## src/design/rsti_pkg.sv

```systemverilog
`timescale 1ns / 1ps

package rsti_pkg;

   localparam int MAX_RADIX   = 16;
   localparam int CHAR_W      = 8;
   localparam int VALUE_W     = 32;
   localparam int SYM_COUNT   = 16;
   localparam int DIGIT_W     = 4;
   localparam int RADIX_W     = 5;
   localparam int CSR_INDEX_W = 2;
   localparam int CSR_DATA_W  = 64;
   localparam int QUEUE_DEPTH = 2;

   localparam logic [CSR_INDEX_W-1:0] CSR_SYMBOLS_LOW  = 2'd0;
   localparam logic [CSR_INDEX_W-1:0] CSR_SYMBOLS_HIGH = 2'd1;
   localparam logic [CSR_INDEX_W-1:0] CSR_RADIX        = 2'd2;

   typedef enum logic [2:0] {
      CLS_END,
      CLS_SPACE,
      CLS_PLUS,
      CLS_MINUS,
      CLS_DIGIT,
      CLS_OTHER
   } cls_type;

   // The digit match is kept apart from the class, since a blank or a sign
   // may also be a digit symbol once the sign phase is over.
   typedef struct packed {
      cls_type            cls;
      logic               hit;
      logic [DIGIT_W-1:0] digit;
      logic [RADIX_W-1:0] radix;
      logic               alphabet_ok;
   } entry_type;

endpackage

```

## src/design/rsti_if.sv

```systemverilog
`timescale 1ns / 1ps

interface rsti_req_if;
   logic                       valid;
   logic                       ready;
   logic [rsti_pkg::CHAR_W-1:0] character;

   modport source (output valid, output character, input ready);
   modport sink (input valid, input character, output ready);
endinterface

interface rsti_rsp_if;
   logic                               valid;
   logic                               ready;
   logic signed [rsti_pkg::VALUE_W-1:0] value;

   modport source (output valid, output value, input ready);
   modport sink (input valid, input value, output ready);
endinterface

interface rsti_csr_if;
   logic                            valid;
   logic                            ready;
   logic [rsti_pkg::CSR_INDEX_W-1:0] index;
   logic [rsti_pkg::CSR_DATA_W-1:0]  data;

   modport source (output valid, output index, output data, input ready);
   modport sink (input valid, input index, input data, output ready);
endinterface

```

## src/design/rsti_front.sv

```systemverilog
`timescale 1ns / 1ps

module rsti_front (
   input  logic                clock,
   input  logic                reset,
   rsti_req_if.sink            req_chan,
   rsti_csr_if.sink            csr_chan,
   input  logic                queue_ready,
   output logic                push,
   output rsti_pkg::entry_type push_entry
);
   import rsti_pkg::*;

   localparam logic [CHAR_W-1:0] CHAR_PLUS  = 8'h2B;
   localparam logic [CHAR_W-1:0] CHAR_MINUS = 8'h2D;
   localparam logic [CHAR_W-1:0] CHAR_SPACE = 8'h20;
   localparam logic [CHAR_W-1:0] CHAR_NL    = 8'h0A;
   localparam logic [CHAR_W-1:0] CHAR_TAB   = 8'h09;
   localparam logic [CHAR_W-1:0] CHAR_VT    = 8'h0B;
   localparam logic [CHAR_W-1:0] CHAR_FF    = 8'h0C;
   localparam logic [CHAR_W-1:0] CHAR_CR    = 8'h0D;

   function automatic logic is_space(input logic [CHAR_W-1:0] c);
      return (c == CHAR_SPACE) || (c == CHAR_NL) || (c == CHAR_TAB) ||
             (c == CHAR_VT) || (c == CHAR_FF) || (c == CHAR_CR);
   endfunction

   logic [CSR_DATA_W-1:0] sym_low_ff;
   logic [CSR_DATA_W-1:0] sym_high_ff;
   logic [RADIX_W-1:0]    radix_ff;

   logic [CHAR_W-1:0]  sym [SYM_COUNT];
   logic [RADIX_W-1:0] used_radix;
   logic               hit;
   logic [DIGIT_W-1:0] hit_digit;
   logic               alphabet_ok;
   logic [CHAR_W-1:0]  c;

   assign csr_chan.ready = 1'b1;

   always_ff @(posedge clock) begin
      if (reset) begin
         sym_low_ff  <= '0;
         sym_high_ff <= '0;
         radix_ff    <= '0;
      end else if (csr_chan.valid) begin
         unique case (csr_chan.index)
            CSR_SYMBOLS_LOW:  sym_low_ff  <= csr_chan.data;
            CSR_SYMBOLS_HIGH: sym_high_ff <= csr_chan.data;
            CSR_RADIX:        radix_ff    <= csr_chan.data[RADIX_W-1:0];
            default: ;
         endcase
      end
   end

   always_comb begin
      for (int k = 0; k < SYM_COUNT; k++) begin
         sym[k] = (k < SYM_COUNT / 2) ? sym_low_ff[8*(k % 8) +: 8]
                                      : sym_high_ff[8*(k % 8) +: 8];
      end
   end

   assign used_radix = (radix_ff > RADIX_W'(MAX_RADIX)) ? RADIX_W'(MAX_RADIX) : radix_ff;
   assign c = req_chan.character;

   // Scanning from the top down leaves the lowest matching digit in place.
   always_comb begin
      hit       = 1'b0;
      hit_digit = '0;
      for (int k = SYM_COUNT - 1; k >= 0; k--) begin
         if ((RADIX_W'(k) < used_radix) && (sym[k] == c)) begin
            hit       = 1'b1;
            hit_digit = DIGIT_W'(k);
         end
      end
   end

   always_comb begin
      alphabet_ok = (used_radix >= RADIX_W'(2));
      for (int i = 0; i < SYM_COUNT; i++) begin
         if (RADIX_W'(i) < used_radix) begin
            if ((sym[i] == '0) || (sym[i] == CHAR_PLUS) || (sym[i] == CHAR_MINUS) ||
                is_space(sym[i])) begin
               alphabet_ok = 1'b0;
            end
            for (int j = i + 1; j < SYM_COUNT; j++) begin
               if ((RADIX_W'(j) < used_radix) && (sym[j] == sym[i])) begin
                  alphabet_ok = 1'b0;
               end
            end
         end
      end
   end

   always_comb begin
      push_entry.hit         = hit;
      push_entry.digit       = hit_digit;
      push_entry.radix       = used_radix;
      push_entry.alphabet_ok = alphabet_ok;
      priority if (c == '0) begin
         push_entry.cls = CLS_END;
      end else if (is_space(c)) begin
         push_entry.cls = CLS_SPACE;
      end else if (c == CHAR_PLUS) begin
         push_entry.cls = CLS_PLUS;
      end else if (c == CHAR_MINUS) begin
         push_entry.cls = CLS_MINUS;
      end else if (hit) begin
         push_entry.cls = CLS_DIGIT;
      end else begin
         push_entry.cls = CLS_OTHER;
      end
   end

   assign req_chan.ready = queue_ready;
   assign push           = req_chan.valid && queue_ready;

endmodule

```

## src/design/rsti_queue.sv

```systemverilog
`timescale 1ns / 1ps

module rsti_queue (
   input  logic                clock,
   input  logic                reset,
   input  logic                push,
   input  rsti_pkg::entry_type push_entry,
   output logic                push_ready,
   input  logic                pop,
   output logic                head_valid,
   output rsti_pkg::entry_type head_entry
);
   import rsti_pkg::*;

   localparam int PTR_W   = (QUEUE_DEPTH > 1) ? $clog2(QUEUE_DEPTH) : 1;
   localparam int COUNT_W = $clog2(QUEUE_DEPTH + 1);

   entry_type          slot_ff [QUEUE_DEPTH];
   logic [PTR_W-1:0]   wr_ptr_ff, wr_ptr_in;
   logic [PTR_W-1:0]   rd_ptr_ff, rd_ptr_in;
   logic [COUNT_W-1:0] count_ff, count_in;
   logic               do_push, do_pop;

   assign push_ready = (count_ff != COUNT_W'(QUEUE_DEPTH));
   assign head_valid = (count_ff != '0);
   assign head_entry = slot_ff[rd_ptr_ff];
   assign do_push    = push && push_ready;
   assign do_pop     = pop && head_valid;

   always_comb begin
      wr_ptr_in = wr_ptr_ff;
      rd_ptr_in = rd_ptr_ff;
      count_in  = count_ff;
      if (do_push) begin
         wr_ptr_in = (wr_ptr_ff == PTR_W'(QUEUE_DEPTH - 1)) ? '0 : wr_ptr_ff + 1'b1;
      end
      if (do_pop) begin
         rd_ptr_in = (rd_ptr_ff == PTR_W'(QUEUE_DEPTH - 1)) ? '0 : rd_ptr_ff + 1'b1;
      end
      if (do_push && !do_pop) begin
         count_in = count_ff + 1'b1;
      end else if (do_pop && !do_push) begin
         count_in = count_ff - 1'b1;
      end
   end

   always_ff @(posedge clock) begin
      if (reset) begin
         wr_ptr_ff <= '0;
         rd_ptr_ff <= '0;
         count_ff  <= '0;
      end else begin
         wr_ptr_ff <= wr_ptr_in;
         rd_ptr_ff <= rd_ptr_in;
         count_ff  <= count_in;
      end
   end

   always_ff @(posedge clock) begin
      if (do_push) begin
         slot_ff[wr_ptr_ff] <= push_entry;
      end
   end

endmodule

```

## src/design/rsti_back.sv

```systemverilog
`timescale 1ns / 1ps

module rsti_back (
   input  logic                clock,
   input  logic                reset,
   input  logic                head_valid,
   input  rsti_pkg::entry_type head_entry,
   output logic                pop,
   rsti_rsp_if.source          rsp_chan
);
   import rsti_pkg::*;

   localparam logic [1:0] PH_SPACE = 2'd0;
   localparam logic [1:0] PH_SIGN  = 2'd1;
   localparam logic [1:0] PH_DIGIT = 2'd2;
   localparam logic [1:0] PH_STOP  = 2'd3;

   logic [1:0]         phase_ff, phase_in, phase_eff;
   logic               negative_ff, negative_in;
   logic [VALUE_W-1:0] acc_ff, acc_in;
   logic               rsp_valid_ff, rsp_valid_in;
   logic [VALUE_W-1:0] rsp_value_ff, rsp_value_in;
   logic [VALUE_W-1:0] product;
   logic [VALUE_W-1:0] signed_acc;
   logic               is_end;

   assign is_end = (head_entry.cls == CLS_END);
   // A terminator waits only when the output register still holds an untaken result.
   assign pop = head_valid && (!is_end || !rsp_valid_ff || rsp_chan.ready);

   assign product    = acc_ff * VALUE_W'(head_entry.radix);
   assign signed_acc = negative_ff ? (VALUE_W'(0) - acc_ff) : acc_ff;

   // Whitespace and sign phases hand a character they do not consume to the next phase.
   always_comb begin
      phase_eff = phase_ff;
      if ((phase_eff == PH_SPACE) && (head_entry.cls != CLS_SPACE)) begin
         phase_eff = PH_SIGN;
      end
      if ((phase_eff == PH_SIGN) && (head_entry.cls != CLS_PLUS) &&
          (head_entry.cls != CLS_MINUS)) begin
         phase_eff = PH_DIGIT;
      end
   end

   always_comb begin
      phase_in     = phase_ff;
      negative_in  = negative_ff;
      acc_in       = acc_ff;
      rsp_value_in = rsp_value_ff;
      rsp_valid_in = rsp_valid_ff && !rsp_chan.ready;
      if (pop) begin
         if (is_end) begin
            phase_in     = PH_SPACE;
            negative_in  = 1'b0;
            acc_in       = '0;
            rsp_valid_in = 1'b1;
            rsp_value_in = head_entry.alphabet_ok ? signed_acc : '0;
         end else begin
            unique case (phase_eff)
               PH_SPACE: phase_in = PH_SPACE;
               PH_SIGN: begin
                  phase_in = PH_SIGN;
                  if (head_entry.cls == CLS_MINUS) begin
                     negative_in = !negative_ff;
                  end
               end
               PH_DIGIT: begin
                  if (head_entry.hit) begin
                     phase_in = PH_DIGIT;
                     acc_in   = product + VALUE_W'(head_entry.digit);
                  end else begin
                     phase_in = PH_STOP;
                  end
               end
               PH_STOP: phase_in = PH_STOP;
            endcase
         end
      end
   end

   always_ff @(posedge clock) begin
      if (reset) begin
         phase_ff     <= PH_SPACE;
         negative_ff  <= 1'b0;
         acc_ff       <= '0;
         rsp_valid_ff <= 1'b0;
      end else begin
         phase_ff     <= phase_in;
         negative_ff  <= negative_in;
         acc_ff       <= acc_in;
         rsp_valid_ff <= rsp_valid_in;
      end
   end

   always_ff @(posedge clock) begin
      rsp_value_ff <= rsp_value_in;
   end

   assign rsp_chan.valid = rsp_valid_ff;
   assign rsp_chan.value = $signed(rsp_value_ff);

endmodule

```

## src/design/radix_string_to_integer.sv

```systemverilog
`timescale 1ns / 1ps
// Channel  Role    Payload                      Transfer
// req      sink    character (8 bits)           valid and ready high at clock edge
// rsp      source  value (32 bits, signed)      valid and ready high at clock edge
// csr      sink    index (2 bits), data (64)    valid and ready high, ready always high
//
// One character is taken every cycle while the queue has room; a taken terminator
// reaches the registered result through the queue.
// Reset is synchronous and clears the symbol registers, radix and string state.
// A waiting result stalls only terminators; the two-entry queue then fills and
// drops req ready until the result is taken.

module radix_string_to_integer (
   input  logic       clock,
   input  logic       reset,
   rsti_req_if.sink   req_chan,
   rsti_rsp_if.source rsp_chan,
   rsti_csr_if.sink   csr_chan
);
   import rsti_pkg::*;

   logic      push, push_ready, pop, head_valid;
   entry_type push_entry, head_entry;

   rsti_front u_front (
      .clock       (clock),
      .reset       (reset),
      .req_chan    (req_chan),
      .csr_chan    (csr_chan),
      .queue_ready (push_ready),
      .push        (push),
      .push_entry  (push_entry)
   );

   rsti_queue u_queue (
      .clock      (clock),
      .reset      (reset),
      .push       (push),
      .push_entry (push_entry),
      .push_ready (push_ready),
      .pop        (pop),
      .head_valid (head_valid),
      .head_entry (head_entry)
   );

   rsti_back u_back (
      .clock      (clock),
      .reset      (reset),
      .head_valid (head_valid),
      .head_entry (head_entry),
      .pop        (pop),
      .rsp_chan   (rsp_chan)
   );

endmodule

```

## src/flat_wrapper.sv

```systemverilog
// flat-port wrapper written by rule: the top's interface ports become plain ports
module radix_string_to_integer_flat import rsti_pkg::*;
  (clock, reset, req_chan_valid, req_chan_character, req_chan_ready, rsp_chan_valid, rsp_chan_value, rsp_chan_ready, csr_chan_valid, csr_chan_index, csr_chan_data, csr_chan_ready);
  rsti_req_if req_chan_i ();
  rsti_rsp_if rsp_chan_i ();
  rsti_csr_if csr_chan_i ();
  input  logic clock;
  input  logic reset;
  input wire logic [$bits(req_chan_i.valid)-1:0] req_chan_valid;
  input wire logic [$bits(req_chan_i.character)-1:0] req_chan_character;
  output wire logic [$bits(req_chan_i.ready)-1:0] req_chan_ready;
  output wire logic [$bits(rsp_chan_i.valid)-1:0] rsp_chan_valid;
  output wire logic [$bits(rsp_chan_i.value)-1:0] rsp_chan_value;
  input wire logic [$bits(rsp_chan_i.ready)-1:0] rsp_chan_ready;
  input wire logic [$bits(csr_chan_i.valid)-1:0] csr_chan_valid;
  input wire logic [$bits(csr_chan_i.index)-1:0] csr_chan_index;
  input wire logic [$bits(csr_chan_i.data)-1:0] csr_chan_data;
  output wire logic [$bits(csr_chan_i.ready)-1:0] csr_chan_ready;
  assign req_chan_i.valid = req_chan_valid;
  assign req_chan_i.character = req_chan_character;
  assign req_chan_ready = req_chan_i.ready;
  assign rsp_chan_valid = rsp_chan_i.valid;
  assign rsp_chan_value = rsp_chan_i.value;
  assign rsp_chan_i.ready = rsp_chan_ready;
  assign csr_chan_i.valid = csr_chan_valid;
  assign csr_chan_i.index = csr_chan_index;
  assign csr_chan_i.data = csr_chan_data;
  assign csr_chan_ready = csr_chan_i.ready;
  radix_string_to_integer u_core (.clock(clock), .reset(reset), .req_chan(req_chan_i), .rsp_chan(rsp_chan_i), .csr_chan(csr_chan_i));
endmodule
```

## config.mk

```make
export PLATFORM = sky130hd
export DESIGN_NAME = radix_string_to_integer_flat
export DESIGN_NICKNAME = d
export VERILOG_FILES = /design/src/design/rsti_pkg.sv /design/src/design/rsti_if.sv /design/src/design/rsti_front.sv /design/src/design/rsti_queue.sv /design/src/design/rsti_back.sv /design/src/design/radix_string_to_integer.sv /design/src/flat_wrapper.sv
export SDC_FILE = /design/constraint.sdc
export NUM_CORES = 2
export LEC_CHECK = 0
export ABC_CLOCK_PERIOD_IN_PS = 7500
export BUFFER_PORTS_ARGS = -buffer_cell sky130_fd_sc_hd__buf_2
export CAP_MARGIN = 20
export CORE_MARGIN = 10
export CORE_UTILIZATION = 50
export CTS_CLUSTER_SIZE = 14
export DETAILED_ROUTE_END_ITERATION = 16
export PLACE_DENSITY = 0.65
export SLEW_MARGIN = 40
export SYNTH_ARGS = -nofsm -noshare
export SYNTH_HDL_FRONTEND = slang
export SYNTH_SLANG_ARGS = --single-unit
```

## constraint.sdc

```tcl
create_clock -name clock -period 7.5 [get_ports clock]
set_clock_uncertainty 0.2 [all_clocks]
set_input_delay 1.875 -clock clock [delete_from_list [all_inputs] [get_ports clock]]
set_output_delay 1.875 -clock clock [all_outputs]
set_load 0.05 [all_outputs]
```

==> Word-level counts from Yosys, hierarchy flattened <==
Memory sizes are Yosys's and may differ from the RTL's. A register that Yosys moved wholly into a read port is not among the register bits.
Index checks and enable logic that the tools add are counted.
W data, S select, Z words.
{ "classes": {"addsub": 6, "multipliers": 1, "n_lt_le_gt_ge": 18, "eq_ne": 283, "n_mux": 212, "reduce_logical": 320} }
{ "ops": {"columns": ["cell", "n"], "rows": [
  ["$eq A8 B8 Y1", 136],
  ["$eq A8 B4 Y1 const B", 85],
  ["$eq A8 B6 Y1 const B", 51],
  ["$mux W1", 181],
  ["$logic_and A1 B1 Y1", 146],
  ["$logic_not A8 Y1", 17],
  ["$logic_or A1 B1 Y1", 135],
  ["$mux W32", 4],
  ["$mux W4", 16],
  ["$lt A4 B5 Y1 const A", 8],
  ["$add A32 B4 Y32", 1],
  ["$mul A32 B5 Y32", 1],
  ["$sub A1 B32 Y32 const A", 1],
  ["$lt A3 B5 Y1 const A", 4],
  ["$mux W3", 4],
  ["$reduce_bool A2 Y1", 6],
  ["$lt A1 B5 Y1 const A", 2],
  ["$lt A2 B5 Y1 const A", 2],
  ["$mux W2", 5],
  ["$pmux W2 S4", 1],
  ["$reduce_and A2 Y1", 4],
  ["$eq A2 B1 Y1 const B", 3],
  ["$eq A2 B2 Y1 const B", 3],
  ["$logic_not A1 Y1", 6],
  ["other kinds (13)", 18]
]} }
{ "totals": {"reg_bits": 205, "ramBits": 28, "input_bits": 79, "output_inout_bits": 35, "word_cells": 852, "n_memories": 1} }
{ "mem_list": {"columns": ["name", "depth", "width", "rd", "rd_ports_with_merged_regs", "wr", "line", "source"], "rows": [
  ["u_core.u_queue.slot_ff", 2, 14, 1, 1, 1, "rsti_queue.sv:18", "entry_type slot_ff [QUEUE_DEPTH];"]
]} }

==> Longest topological paths before layout <==
{ "logic_depth": {"ltp_word": 159, "ltp_mapped": 20, "ltp_nobuf": 16} }

==> By module <==
Synthesis repeated with hierarchy kept, for this count alone.
{ "unflattened": {"hier_cells": 3679, "hier_area_um2": 29429.5} }
{ "modules_own_cells": {"columns": ["module", "n_inst", "cells_per_inst", "area_per_inst_um2", "seq_area_each_um2"], "rows": [
  ["rsti_front", 1, 2611, 19631.3, 2662.6],
  ["rsti_back", 1, 1001, 8572.0, 1681.6],
  ["rsti_queue", 1, 67, 1226.2, 940.9]
]} }

==> Least setup slack after synthesis <==
OpenSTA, ideal clock, no wires.
{ "synth_path": {"kind": "reg2reg", "from": "register (tool-made name)", "to": "register u_core.u_back.acc_ff[28]", "setup_ns": 0.117, "arrival_time_ns": 5.064, "required_time_ns": 7.183, "slack_ns": 2.119, "stages_incl_launch_ff": 20, "n_path_buf": 4, "synth_period_minus_slack_ns": 5.381, "cell_sequence": "dfxtp_1 > buf_2 > buf_2 > mux2_2 > clkbuf_1 > clkbuf_1 > nand2_1 > fa_1 > fa_1 > fa_1 > inv_1 > ha_1 > nor2b_1 > o31a_1 > o221a_2 > o21bai_1 > a21boi_0 > o31a_1 > or3_1 > a32o_1"} }
{ "synth_rtl": {"columns": ["item", "line", "source"], "rows": [
  ["to (signal assigned)", "rsti_back.sv:91", "acc_ff <= acc_in;"],
  ["to (decl)", "rsti_back.sv:20", "logic [VALUE_W-1:0] acc_ff, acc_in;"]
]} }

==> flow_summary_export.csv <==
group,metric,value,unit
grt,use_met3,6.48,%
synthesis,synthXorXnorAreaFrac,35.8,%
sta,fmaxAchievable,0.173,GHz
flow_run,maxCapViolations,0,
sta,hold_viol,0,
grt,grt_pass1_wl,154000,um
cts,clock_path_buffers,3,
grt,gr-usage-met2,47.5,%
power_and_ir_drop,p_leak,12.3,nW
synthesis,ys_seq_area_share,18.6,%
setup_path,cp_cell_sequence,"mux2_2, nand2_1, fa_1, fa_1, fa_1, inv_1, ha_1, nor2b_1, o31a_1, o221a_2, o21bai_1, a21boi_0, o31a_1, or3_1, a32o_1",
sta,tightest_slew,1.00,ns
synthesis,avgSynthCellArea,7.94,um^2
floorplanning,top_level_ports,114,
cts,cts_tree,"built",
cts,cts_resized,0,
synthesis,synthMuxAreaShare,0.746,%
detailed_routing,via_per_inst,6.14,
detailed_routing,drc,0,
placement,port_buffers,112,
synthesis,synth_ff_type,"dfxtp_1",
detailed_routing,routedWlPerCell,24.1,um
cts,worstSkewPairLatency,0.62,ns
setup_path,r2r_cells,15,
synthesis,synth_common_cells,"xnor2_1 (748), xor2_1 (412), nand2_1 (376)",
grt,grtUsageTotal,29.5,%
cts,cts_inserted_buffers,29,
floorplanning,rows,87,
layout,final_layout_size_suffix_gt1_share,10.3,%
sta,relSlewSlack,32.6,%
synthesis,synth_compound_area_share,9.19,%
synthesis,synth_largest_area_cell,"xnor2_1",
cts,clkSlewWorstSetupHoldPaths,0.06,ns
placement,place.gp.congestion,1.03,
cts,htreeDepth,1,
min_path,min-delay-start,"u_core.u_front.sym_low_ff[28]",
detailed_routing,drt_wl_total,103000,um
cts,root_buffer,"clkbuf_16",
setup_path,path_class,"flip-flop to flip-flop",
synthesis,synth_top_family_by_area,"XOR/XNOR gates",
min_path,hp-class,"flip-flop to flip-flop",
floorplanning,dieArea,66600,um^2
grt,grt_pass1_vias,24469,
synthesis,yosysTopAreaCellShare,23.1,%
run_status,status,"complete, no violations",
sta,setup_viol,0,
sta,setup-tns-final,0,ns
synthesis,synth_edf_count,60,
setup_path,slowest_stage,"mux2_2",
layout,nets,3700,
synthesis,synth_area,28400,um^2
grt,antenna_found_initial,6,
synthesis,postSynthCellCount,3573,
cts,clkSinkCount,234,
sta,slew_violations,0,
setup_path,cp.arrival,6.07,ns
sta,fin_crit_sh,77.1,%
detailed_routing,num_vias,26102,
setup_path,startpoint_type,"flip-flop",
synthesis,synth_fa_ha_area_share,8.90,%
detailed_routing,first_pass_iters,6,
synthesis,synthDistinctLibCells,78,
floorplanning,fp.dieW,258,um
grt,gr-total-overflow,0,
grt,top_usage_layer,"met2",
setup_path,path_max_fanout,30,
synthesis,synth-simple-area-share,19.4,%
cts,cts_hold_buf,0,
sta,rsz0062_at_grt,"false",
layout,layout.cells.non_filler,4254,
min_path,hold_path_depth,2,
setup_path,cp_data_required_time,7.78,ns
setup_path,slowest_delay,0.68,ns
setup_path,path_common_cell,"fa_1",
layout,syn_to_final_growth,7.46,%
floorplanning,fp.dieH,258,um
sta,min_period,5.79,ns
power_and_ir_drop,ir_worst_vdd,0.186,mV
cts,post_cts_buffers,0,
grt,grt_max_degree,94,
grt,groute.layer.met1.usage,36.6,%
synthesis,synth.most_common_cell,"xnor2_1",
placement,placed_cells,4194,
synthesis,synth_area_leaders,"xnor2_1 (23%), xor2_1 (13%), dfxtp_1 (12%)",
power_and_ir_drop,pwr_density_cell,147,nW/um^2
synthesis,ys_warn_count,0,
synthesis,async_flop_share,0,%
detailed_routing,drt_iter0_drc,3119,
floorplanning,start_util,50.4,%
floorplanning,core,56300,um^2
detailed_routing,drtAntennaViolNets,0,
layout,finish.utilization,54.1,%
synthesis,syn-num-nets,3802,
synthesis,ys_ff_latch,234,
setup_path,cp-end-kind,"flip-flop",
placement,place_hpwl,65300,um
metal layers:
layer | share of wire (%) | routed length (um)
met5 | 0.042 | 43
met4 | 6.0 | 6130
met1 | 38 | 38900
met3 | 11 | 11400
met2 | 45 | 46100
final timing paths:
check                           slack [ns]                       endpoint
worst min register to register        0.25  u_core.u_front.sym_low_ff[28]
worst max-delay path                  1.71       u_core.u_back.acc_ff[28]
worst max register to register        1.71       u_core.u_back.acc_ff[28]
worst min-delay path                  0.25  u_core.u_front.sym_low_ff[28]
through the flow:
stage | area (um^2) | worst slack [ns] | hold slack [ns] | power (W)
3_3_place_gp | 29300 | 1.42 | 0.243 | 0.00299
2_1_floorplan | 28400 | 2.12 | 0.262 | 0.00258
5_1_grt | 30500 | 1.51 | 0.269 | 0.00467
3_5_place_dp | 29400 | 1.40 | 0.247 | 0.00301
4_1_cts | 30400 | 1.40 | 0.255 | 0.00448
6_report | 30500 | 1.71 | 0.254 | 0.00448
area by class of cell:
class	count	area, um^2
clock buffer	35	778
antenna	6	15.0
clock inverter	17	193
tap	756	946
fill	5349	25800
multi-input combinational	2836	21100
timing repair buffer	262	1730
inverter	108	405
sequential	234	5290
cell families (layout without fill, tap and decap cells):
kind of cell / count (synthesis) / count (layout)
muxes: 20 / 20
xor gates and xnor gates: 1160 / 1160
DFF: 234 / 234
and+or+nand+nor: 1089 / 1089
adders and majority gates: 150 / 150
AOI/OAI and AO/OA: 416 / 416
other: 1 / 7
buffers and inverters: 503 / 422
critical path, delay by kind of cell (launching register included):
kind,cells,cell delay (ns)
fa+ha+maj,4,1.82
mux,1,0.68
flops,1,0.62
simple gates,3,0.65
buf+inv,1,0.04
compound gates,6,1.68
placed cells by master (no fill, tap or decap), types with 9 or more instances in the layout:
cell / n
ha_1: 64
o21ai_0: 40
or3_1: 13
nand2_1: 376
or4_1: 15
nor3_1: 75
a31oi_1: 31
edfxtp_1: 60
nor2_1: 131
xor2_1: 412
buf_2: 111
buf_4: 146
nor4_1: 140
a22o_1: 16
fa_1: 86
a22oi_1: 17
o31ai_1: 13
nand2b_1: 22
mux2_2: 9
a21o_1: 9
xnor2_1: 748
clkbuf_16: 29
a211oi_1: 12
inv_1: 108
nor2b_1: 70
nand4_1: 171
a21oi_1: 190
nand3_1: 32
dfxtp_1: 170
where the power goes:
| group | internal [W] | total [W] | switching [W] | leakage [nW] |
|---|---|---|---|---|
| Combinational | 0.000589 | 0.00157 | 0.000982 | 9.86 |
| Sequential | 0.00137 | 0.00145 | 0.0000841 | 1.94 |
| Clock | 0.000845 | 0.00145 | 0.000610 | 0.479 |
| Total | 0.00280 | 0.00448 | 0.00168 | 12.3 |
registers in the layout, indices dropped and copies added (netlist names), named ones only:
register / flops
u_core.u_back.negative_ff: 1
u_core.u_queue.rd_ptr_ff: 1
u_core.u_front.sym_high_ff: 64
u_core.u_back.phase_ff: 2
u_core.u_front.sym_low_ff: 64
u_core.u_queue.wr_ptr_ff: 1
u_core.u_back.acc_ff: 32
u_core.u_back.rsp_chan.valid: 1
u_core.u_queue.slot_ff: 28
u_core.u_front.radix_ff: 5
u_core.u_queue.count_ff: 2
u_core.u_back.rsp_chan.value: 32
Power figures use the tool's default switching activity.
